--- config.mk ---
export PLATFORM = sky130hd
export DESIGN_NAME = rgce_report
export DESIGN_NICKNAME = d
export VERILOG_FILES = /design/src/design/rgce_pkg.sv /design/src/design/rgce_report.sv
export SDC_FILE = /design/constraint.sdc
export NUM_CORES = 1
export LEC_CHECK = 0
export BUFFER_PORTS_ARGS = -buffer_cell sky130_fd_sc_hd__buf_4
export CORE_UTILIZATION = 60
export CTS_CLUSTER_DIAMETER = 200
export DETAILED_ROUTE_END_ITERATION = 8
export PLACE_DENSITY = 0.81
export SLEW_MARGIN = 20
export SYNTH_ARGS = -nofsm -noshare
export SYNTH_HDL_FRONTEND = slang
export SYNTH_SLANG_ARGS = --single-unit
--- constraint.sdc ---
create_clock -name clk -period 41.2 [get_ports clk]
set_input_delay 2.06 -clock clk [delete_from_list [all_inputs] [get_ports clk]]
set_output_delay 2.06 -clock clk [all_outputs]
set_load 0.005 [all_outputs]
--- src/design/rgce_pkg.sv ---
// Shared widths, request/reply codes, structs and helpers for the
// run-length / gamma cost estimator. No dependencies.
package rgce_pkg;

  localparam int CNT_W      = 32;   // histogram, total and run counters
  localparam int SYM_W      = 8;
  localparam int HIST_DEPTH = 1 << SYM_W;
  localparam int DIST_W     = SYM_W + 1;
  localparam int BITS_W     = 48;
  localparam int OUT_W      = 32;
  localparam int BPS_W      = 4;
  localparam int RUNS_W     = CNT_W + 1;
  localparam int PROD_W     = RUNS_W + BPS_W;
  localparam int SUM_W      = ((PROD_W > BITS_W) ? PROD_W : BITS_W) + 2;
  localparam int BL_W       = $clog2(CNT_W + 1);
  localparam int GAM_W      = BL_W + 1;
  localparam int REQ_W      = 2;
  localparam int CFG_IDX_W  = 1;
  localparam int CFG_DATA_W = 8;

  localparam logic [REQ_W-1:0] REQ_DATA   = 2'd0;
  localparam logic [REQ_W-1:0] REQ_QUERY  = 2'd1;
  localparam logic [REQ_W-1:0] REQ_FINISH = 2'd2;
  localparam logic [REQ_W-1:0] REQ_UNUSED = 2'd3;

  localparam logic KIND_COUNT   = 1'b0;
  localparam logic KIND_SUMMARY = 1'b1;

  localparam logic [CFG_IDX_W-1:0] REG_SKIP_ENABLE = CFG_IDX_W'(0);
  localparam logic [CFG_IDX_W-1:0] REG_SKIP_SYMBOL = CFG_IDX_W'(1);

  localparam logic [DIST_W-1:0] DIST_MAX = DIST_W'(HIST_DEPTH);
  localparam logic [BPS_W-1:0]  BPS_MAX  = BPS_W'(SYM_W);

  typedef struct packed {
    logic             en;
    logic [SYM_W-1:0] addr;
    logic [CNT_W-1:0] data;
  } hist_wr_t;

  typedef struct packed {
    logic              kind;
    logic [OUT_W-1:0]  count;
    logic [CNT_W-1:0]  tot;
    logic [CNT_W-1:0]  outsyms;
    logic [RUNS_W-1:0] runs;
    logic [DIST_W-1:0] ndist;
    logic [BPS_W-1:0]  bps;
    logic [BITS_W-1:0] gbits;
  } rpt_t;

  function automatic logic [CNT_W-1:0] sat_inc(input logic [CNT_W-1:0] v);
    return (v == '1) ? v : v + CNT_W'(1);
  endfunction

  function automatic logic [OUT_W-1:0] clip_out(input logic [RUNS_W-1:0] v);
    logic [63:0] w;
    w = 64'(v);
    return (w[63:OUT_W] != '0) ? '1 : w[OUT_W-1:0];
  endfunction

  function automatic logic [BITS_W-1:0] add_bits(input logic [BITS_W-1:0] a,
                                                 input logic [GAM_W-1:0]  g);
    logic [BITS_W:0] s;
    s = {1'b0, a} + (BITS_W+1)'(g);
    return s[BITS_W] ? '1 : s[BITS_W-1:0];
  endfunction

  // 2*bitlength-1, zero for an empty run
  function automatic logic [GAM_W-1:0] gamma_len(input logic [BL_W-1:0] bl);
    return (bl == '0) ? '0 : {bl, 1'b0} - GAM_W'(1);
  endfunction

  function automatic logic [BPS_W-1:0] bit_len8(input logic [SYM_W-1:0] v);
    logic [BPS_W-1:0] n;
    n = '0;
    for (int i = 0; i < SYM_W; i++) begin
      if (v[i]) n = BPS_W'(i + 1);
    end
    return n;
  endfunction

endpackage

--- src/design/rgce_report.sv ---
// Reply pipeline: product of bits-per-symbol and runs, byte estimate,
// clipping and the output register. Uses rgce_pkg.
module rgce_report (
  input  logic                        clk,
  input  logic                        rst,
  input  logic                        rpt_valid,
  output logic                        rpt_ready,
  input  rgce_pkg::rpt_t              rpt,
  output logic                        out_valid,
  input  logic                        out_ready,
  output logic                        reply_kind,
  output logic [rgce_pkg::OUT_W-1:0]  symbol_count,
  output logic [rgce_pkg::OUT_W-1:0]  total_symbols,
  output logic [rgce_pkg::OUT_W-1:0]  output_symbols,
  output logic [rgce_pkg::OUT_W-1:0]  run_count,
  output logic [rgce_pkg::DIST_W-1:0] distinct_symbols,
  output logic [rgce_pkg::BITS_W-1:0] gamma_bits,
  output logic [rgce_pkg::BPS_W-1:0]  bits_per_symbol,
  output logic [rgce_pkg::BITS_W-1:0] estimated_bytes
);
  import rgce_pkg::*;

  logic              s2_v;
  rpt_t              s2;
  logic              s3_v;
  rpt_t              s3;
  logic [PROD_W-1:0] s3_prod;
  logic              s2_go;
  logic              s3_go;
  logic [SUM_W-1:0]  est_sum;
  logic [SUM_W-1:0]  est_q;

  assign s3_go     = s3_v && (!out_valid || out_ready);
  assign s2_go     = s2_v && (!s3_v || s3_go);
  assign rpt_ready = !s2_v || s2_go;

  always_ff @(posedge clk) begin
    if (rst) begin
      s2_v      <= 1'b0;
      s3_v      <= 1'b0;
      out_valid <= 1'b0;
    end else begin
      if (rpt_valid && rpt_ready) s2_v <= 1'b1;
      else if (s2_go)             s2_v <= 1'b0;
      if (s2_go)      s3_v <= 1'b1;
      else if (s3_go) s3_v <= 1'b0;
      if (s3_go)                       out_valid <= 1'b1;
      else if (out_valid && out_ready) out_valid <= 1'b0;
    end
  end

  always_ff @(posedge clk) begin
    if (rpt_valid && rpt_ready) s2 <= rpt;
    if (s2_go) begin
      s3      <= s2;
      s3_prod <= PROD_W'(s2.bps) * PROD_W'(s2.runs);
    end
  end

  assign est_sum = SUM_W'(7) + SUM_W'(s3.gbits) + SUM_W'(s3_prod);
  assign est_q   = est_sum >> 3;

  always_ff @(posedge clk) begin
    if (s3_go) begin
      reply_kind       <= s3.kind;
      symbol_count     <= s3.count;
      total_symbols    <= clip_out(RUNS_W'(s3.tot));
      output_symbols   <= clip_out(RUNS_W'(s3.outsyms));
      run_count        <= clip_out(s3.runs);
      distinct_symbols <= s3.ndist;
      gamma_bits       <= s3.gbits;
      bits_per_symbol  <= s3.bps;
      estimated_bytes  <= (est_q[SUM_W-1:BITS_W] != '0) ? '1 : est_q[BITS_W-1:0];
    end
  end

endmodule

**Yosys cells after proc, flatten, opt, wreduce, memory -nomap -nowiden**

Index checks and enable logic that the tools add are counted.

- Bits in registers: 659
- Input port bits: 195

- $mul: 1
- Reductions and logical operators: 13
- Mux-type cells: 6
- Add/subtract/negate cells: 2

Operators with widths:

| kind | number |
|---|---|
| adder 49 x 37 -> 50 bit | 1 |
| adder 3 x 48 -> 49 bit, first input constant | 1 |
| multiplier 4 x 33 -> 37 bit | 1 |
| two-way mux 1 bit | 6 |
| nonzero test 2 bit | 3 |
| logical AND 1 bit | 4 |
| zero test 1 bit | 3 |
| logical OR 1 bit | 3 |

**Logic depth before layout (Yosys ltp)**

Gate-level depths: netlist of run 1.

- Word-level depth: 8
- Gate-level depth with buffers: 16
- Gate-level depth less buffers: 15

**Worst setup path before layout of run 1**

OpenSTA, ideal clock, no wires.

- Path type: input port to flip-flop
- Start: in out_ready
- End: reg s3[0] in the netlist's numbering (enable)
- Setup slack: 21470 ps
- Stages on the path: 2
- Arrival time: 18564 ps
- Path buffers: 0
- Data required time: 40034 ps
- Cells stage by stage: nor2b_1 -> a21boi_0

- Longest elaborated chain between the ends: 4

Ends and longest elaborated chain:

| element | RTL line | source |
|---|---|---|
| from (decl) | rgce_report.sv:10 | `input logic out_ready,` |
| logical OR 1 bit | rgce_report.sv:33 | `assign s3_go = s3_v && (!out_valid \|\| out_ready);` |
| logical AND 1 bit | rgce_report.sv:33 |  |
| logical OR 1 bit | rgce_report.sv:34 | `assign s2_go = s2_v && (!s3_v \|\| s3_go);` |
| logical AND 1 bit | rgce_report.sv:34 |  |
| via s2_go | rgce_report.sv:28 | `logic s2_go;` |
| to (signal assigned) | rgce_report.sv:55 | `s3 <= s2;` |
| to (decl) | rgce_report.sv:26 | `rpt_t s3;` |

The timed path passes the listed nets, and every way through them passes these cells.
A chain may end at the register's enable or synchronous reset.

**Final worst setup path of run 1**

- Start: in out_ready
- End: out rpt_ready

- Longest elaborated chain between the ends: 5

Ends and longest elaborated chain:

| element | RTL line | source |
|---|---|---|
| logical OR 1 bit | rgce_report.sv:33 |  |
| logical AND 1 bit | rgce_report.sv:33 |  |
| logical OR 1 bit | rgce_report.sv:34 |  |
| logical AND 1 bit | rgce_report.sv:34 |  |
| logical OR 1 bit | rgce_report.sv:35 | `assign rpt_ready = !s2_v \|\| s2_go;` |
| to (decl) | rgce_report.sv:7 | `output logic rpt_ready,` |

No other way between the ends.

==> impl_results.md, run 1 <==
- Status: finished clean
- Top cell type's share of synthesized area: 0.7388
- Avg Cell Area, Syn: 16.94 sq um
- Final setup viols: 0
- P_leak: 12.99 nW
- R2R Setup Slk: 36.24 ns
- Average wire per standard cell: 21.09 um
- Hold_ws: 0.4054 ns
- CP Launch Type: input port
- Finished Layout Cells: 2698
- CTS clk-pin slew, worst paths: 0.06 ns
- Initial DRC count: 913
- Worst Hold Class: register to register
- Worst reg2reg path depth: 15
- Initial Util: 0.6127
- Final Cycle Share: 0.1248
- PD cells: 52.79 mW/mm^2
- Clock root buffer: clkbuf_16
- Post-synth top flop: edfxtp_1
- R2R Path End: s3_prod[35]$_DFFE_PP_
- Setup bufs post-CTS: 0
- Fin nets: 2430
- RSZ-0062 raised after global routing: no
- Sequential share of the synthesized area: 0.7410
- Post-Syn Area: 0.02662 sq mm
- Hold endpoint: symbol_count[29]$_DFFE_PP_
- Reg2reg start: s2[51]$_DFFE_PP_
- GPL Wtd Cong: 0.8862
- Slew @ Worst Pin: 1.090 ns
- Vias per cell: 5.342
- CP required: 39.14 ns
- Vias in the first global route: 14529
- Synth area leader: edfxtp_1
- Dpl hpwl: 39200 um
- Max-cap violations: 0
- CTS sink cnt: 658
- Core ar.: 0.04346 sq mm
- Hold Crit Start: s3[187]$_DFFE_PP_
- Number of fillers in the final layout: 2480
- Total Power: 1.732 mW
- Post-cts resize count: 0
- CTS Hold Bufs: 0
- Unique masters post-synth: 67
- First-pass DRT Iterations: 7
- Synth cell count leaders: edfxtp_1 (655), inv_1 (139), ha_1 (113)
- Die W: 212.7 um
- I/O Buffers: 432
- CP Capture Type: output port
- CP Class: input port to output port
- Post-synthesis sequential element count: 658
- Count leader, synth: edfxtp_1
- Grt ovf: 0
- Area after DPL: 0.03062 sq mm
- Min cycle time layout: 5.141 ns
- Worst slew margin: 0.2731
- Final slew viol count: 0
- Routed WL: 56900 um
- Largest net degree at the start of global routing: 154
- Fraction of registers with async set/reset: 0
- Standard-cell rows: 76
- # IOs: 435
- Crit path max fanout: 6
- Setup TNS: 0 ns
- Final clock skew: 0.03432 ns
- Hold Path Depth: 0
- Critical Path AT: 3.08 ns
- Die area: 0.04522 sq mm
- Dpl cells: 2577
- CTS Buffer Depth: 3
- CTS tree: built
- Synth-to-Final Area Change: 23.21%
- YS warnings: 0
- Drc violations: 0
- Max Fclk: 0.1945 GHz
- Total Routing Usage GR: 0.2515
- Fraction of layout cells with a size suffix above 1: 0.2788
- Num CTS Buffers: 66
- Finished Cell Area: 0.03280 sq mm
- Initial antenna violation count: 8
- Final hold vios: 0
- Die height: 212.7 um
- Worst VDD drop: 0.00003842 V
- Clock Latency Late Sink: 0.62 ns
- First-pass GRT wire length: 82990 um
- Vias: 14412
- Synth Instances: 1572
- Most area-consuming cells after synthesis: edfxtp_1 (74%), ha_1 (5.3%), fa_1 (4.7%)
- DRT antenna net count: 0
- Post-synth EDFFs: 655
- CTS H-tree lvls: 3
[area by class of cell]
class,instances,area (sq um),share of cell area
Tap cell,585,732.0,0.02231
Timing Repair Buffer,440,3316,0.1011
Antenna cell,4,10.01,0.0003051
Multi-Input combinational cell,755,6325,0.1928
Clock buffer,81,1729,0.05271
Sequential cell,658,19730,0.6014
Clock inverter,36,440.4,0.01343
Inverter,139,521.8,0.01591
[where the power goes]
group	total (mW)	leakage, nW	internal (mW)	switching, mW
logic	0.309	5.77	0.135	0.174
registers	0.825	6.18	0.804	0.0210
clock network	0.599	1.05	0.352	0.246
[worst max-delay path, cell delays in order]
cell,delay (ns)
buf_4,0.11
nor2b_1,0.56
nand3_1,0.18
buf_4,0.17
[cell families (layout without fill, tap and decap cells)]
kind of cell,count (synthesis),count (layout),synth area share
XOR/XNOR,71,71,0.02336
flip-flops,658,658,0.7410
other,1,6,0.0001408
buffers and inverters,160,696,0.02284
AO/OA/AOI/OAI,186,186,0.04775
adder cells (fa/ha/maj),175,175,0.09972
AND/OR/NAND/NOR,321,321,0.06518
[cell usage in the layout (no fill, tap or decap), drive strengths merged, types with 9 or more instances in the layout]
master | netlist | routed
edfxtp | 655 | 655
buf | 2 | 440
inv | 139 | 143
ha | 113 | 113
and2 | 101 | 101
clkbuf | 19 | 81
nand2 | 72 | 72
fa | 62 | 62
a21oi | 58 | 58
xnor2 | 45 | 45
nor2 | 43 | 43
or2 | 34 | 34
o21ai | 30 | 30
a21o | 27 | 27
xor2 | 26 | 26
clkinv | 0 | 21
nor3 | 14 | 14
nand3 | 11 | 11
a31oi | 11 | 11
nand4 | 10 | 10
nor2b | 10 | 10
o21a | 9 | 9
a211oi | 9 | 9
o21bai | 9 | 9
[routing by layer]
layer / global-route usage / vias to the layer above / wire, um
li1: - / 6729 / -
met1: 0.2900 / 7028 / 21400
met2: 0.4355 / 536 / 28870
met3: 0.08516 / 111 / 4741
met4: 0.09228 / 8 / 1837
met5: 0 / - / 59
[worst max-delay path by stage]
stage,start,endpoint,slack [ns],depth (start not counted)
after global placement,out_ready,rpt_ready,36.07,4
after floorplan,out_ready,s3[0]$_DFFE_PP_,21.47,2
after detailed placement,out_ready,symbol_count[25]$_DFFE_PP_,35.96,5
after global routing,s2[51]$_DFFE_PP_,s3_prod[35]$_DFFE_PP_,35.79,15
after CTS,out_ready,rpt_ready,36.05,4
final,out_ready,rpt_ready,36.06,4
[flip-flops by register name (all words and copies together), names as in the netlist]
| register | count |
|---|---|
| run_count | 32 |
| gamma_bits | 48 |
| output_symbols | 32 |
| s3_prod | 37 |
| symbol_count | 32 |
| total_symbols | 32 |
| estimated_bytes | 46 |
| s2_v | 1 |
| s3 | 191 |
| distinct_symbols | 9 |
| s2 | 191 |
| bits_per_symbol | 4 |
| reply_kind | 1 |
| s3_v | 1 |
| out_valid | 1 |
[through the flow]
step                  util  worst slack [ns]
detailed placement  0.7047             35.96
finish              0.7548             36.06
global route        0.7547             35.79
floorplan                -             21.47
CTS                 0.7546             36.05
global placement    0.7047             36.07
No activity file was read; power rests on OpenSTA's default activity.
==> run 2, diff against run 1 <==
--- a/config.mk
+++ b/config.mk
@@ -6,10 +6,10 @@
 export NUM_CORES = 1
 export LEC_CHECK = 0
 export BUFFER_PORTS_ARGS = -buffer_cell sky130_fd_sc_hd__buf_4
-export CORE_UTILIZATION = 60
+export CORE_UTILIZATION = 51
 export CTS_CLUSTER_DIAMETER = 200
 export DETAILED_ROUTE_END_ITERATION = 8
-export PLACE_DENSITY = 0.81
+export PLACE_DENSITY = 0.73
 export SLEW_MARGIN = 20
 export SYNTH_ARGS = -nofsm -noshare
 export SYNTH_HDL_FRONTEND = slang
==> constraint.sdc (replaced) <==
create_clock -name clk -period 4.5 [get_ports clk]
set_input_delay 0.225 -clock clk [delete_from_list [all_inputs] [get_ports clk]]
set_output_delay 0.225 -clock clk [all_outputs]
set_load 0.005 [all_outputs]
==> run 2 against run 1 <==
Effect of this change: combinational power increased to 10 times the previous value; sequential share of layout area fell by 4.0 points; total power grew to 9.2 times the previous value; global-route usage down 3.5 points; count of clock-buffer cells in the layout up 1; die area up 17%; clock power rose to 8.9 times the previous value; sequential power grew to 9.1 times the previous value; utilization is 7.2 points lower; final area is 7.1% higher; critical path depth is 12 higher; setup slack got worse by 36 ns.
==> impl_results.md, run 2 (synthesis results as in run 1) <==
- GPL Wtd Cong: 0.8292
- CP Class: register to register
- Vias per cell: 5.010
- P_int: 11.83 mW
- CP Capture Type: register
- Average wire per standard cell: 19.32 um
- Routed WL: 58140 um
- Cell Chain, Critical Path: buf_4, nand2_1, fa_1, fa_1, inv_1, ha_1, a211oi_1, o21ai_1, o2111ai_1, o211ai_1, nand4_1, a21oi_1, buf_4, a2111oi_1, nand3b_1, a32oi_1
- Switching Share: 0.2583
- Crit-path slowest cell: fa_1
- Setup WS pre-CTS: -0.005903 ns
- Total Routing Usage GR: 0.2170
- Met3 wire length: 3377 um
- Clock Latency Late Sink: 0.61 ns
- CP required: 4.82 ns
- CTS sink cnt: 658
- Vias in the first global route: 15266
- Min cycle time layout: 4.353 ns
- Initial DRC count: 859
- Clock network power share: 0.334
- Die height: 230.5 um
- Largest net degree at the start of global routing: 123
- CTS Buffer Depth: 3
- Finished Cell Area: 0.03512 sq mm
- Initial Util: 0.5179
- Die area: 0.05312 sq mm
- Die W: 230.5 um
- Worst slew margin: 0.2974
- Final setup viols: 0
- Hold_ws: 0.07220 ns
- CTS clk-pin slew, worst paths: 0.06 ns
- Max-cap violations: 0
- Clock root buffer: clkbuf_16
- Max Fclk: 0.2297 GHz
- I/O Buffers: 432
- Fin nets: 2649
- Most frequent cells in the layout: edfxtp_1 (655), buf_4 (455), dlygate4sd3_1 (195)
- Final critical-path setup slack: 0.1466 ns
- Vias: 15076
- Met2 wire len: 29770 um
- Crit path max fanout: 6
- # IOs: 435
- Total Power: 15.96 mW
- DRT antenna net count: 0
- CP Launch Type: register
- Largest registers: s2 (191), s3 (191), gamma_bits (48)
- Initial antenna violation count: 1
- Worst VDD drop: 0.0003181 V
- Dpl hpwl: 38760 um
- Fraction of layout cells with a size suffix above 1: 0.2690
- Top layer in use: met4
- CTS tree: built
- Commonest non-fill, non-tap cell in the layout: edfxtp_1
- Synth-to-Final Area Change: 31.91%
- Grt ovf: 0
- Seq pwr share: 0.472
- Core ar.: 0.05141 sq mm
- Status: finished clean
- Slew @ Worst Pin: 1.054 ns
- PD cells: 454.3 mW/mm^2
- CTS H-tree lvls: 3
- Final Cycle Share: 0.9674
- First-pass DRT Iterations: 5
- Comb pwr share: 0.194
- First-pass GRT wire length: 87240 um
- Switching Power: 4.121 mW
- P_leak: 13.92 nW
- Worst Hold Class: input port to register
- Max incr delay on CP: 0.62 ns
- Area after DPL: 0.03093 sq mm
- Final slew viol count: 0
- Num CTS Buffers: 68
- Final hold vios: 0
- Standard-cell rows: 83
- Drc violations: 0
- Critical Path AT: 4.67 ns
- Final clock skew: 0.03114 ns
- WL met1: 23720 um
-- run 2: cell count changes in the layout (fill, tap and decap cells not counted), sizes merged --
cell	previous run	this run
buf	440	462
clkbuf	81	82
clkinvlp	3	4
diode	4	2
inv	143	142
clkinv	21	25
bufinv	8	4
dlygate4sd3	0	195
-- run 2: repair_timing --
action | CTS | global route
endpoints found under the setup margin | 1 | 9
pin swaps | 0 | 4
gates resized for setup | 1 | 19
hold endpoints to repair | 194 | 0
setup buffers | 0 | 6
cloned | 0 | 0
hold buffers | 195 | 0
-- run 2: layout make-up --
cell class	instances	area (sq um)
sequential	658	19730
clock inverter	36	321.6
multi-input combinational	755	6416
timing repair buffer	657	5499
antenna	2	5.005
tap	680	850.8
inverter	139	521.8
clock buffer	82	1775
fill	3329	16290
-- run 2: power by group through the flow --
| stage | clock network (mW) | logic (mW) | registers, mW |
|---|---|---|---|
| after global routing | 5.65 | 3.46 | 7.56 |
| after global placement | 0 | 2.80 | 7.63 |
| after CTS | 5.39 | 3.03 | 7.53 |
| after detailed placement | 0 | 2.86 | 7.65 |
| after floorplan | 0 | 2.01 | 7.61 |
| final | 5.33 | 3.10 | 7.53 |
-- run 2: worst max-delay path, delay by kind of cell, from the launching register on --
family          cells  cell delay, ns
compound gates      7            1.46
fa+ha+maj           3            1.40
buf+inv             3            0.41
flops               1            0.44
simple gates        3            0.39
-- run 2: metal layers --
metal  global-route usage  vias to the layer above
met1               0.2716                     7409
met2               0.3791                      437
li1                     -                     7154
met3              0.04854                       76
met4              0.06022                        0
met5                    0                        -
-- run 2: worst paths after layout --
| kind | startpoint | slack (ns) | cells past startpoint | end |
|---|---|---|---|---|
| setup / recovery | s2[49]$_DFFE_PP_ | 0.15 | 16 | s3_prod[35]$_DFFE_PP_ |
| hold / removal | out_ready | 0.07 | 4 | s3_v$_SDFFE_PP0P_ |
| setup reg to reg | s2[49]$_DFFE_PP_ | 0.15 | 16 | s3_prod[35]$_DFFE_PP_ |
| hold reg to reg | s3[142]$_DFFE_PP_ | 0.40 | 0 | total_symbols[16]$_DFFE_PP_ |
-- run 2: per-stage QoR --
step | util | setup TNS (ns) | std cells
final | 0.6832 | 0 | 3009
after global routing | 0.6831 | -0.01399 | 3008
after CTS | 0.6806 | 0 | 3001
after detailed placement | 0.6018 | -0.005903 | 2688
after global placement | 0.6018 | 0 | 2688
after floorplan | - | -84.38 | 1573
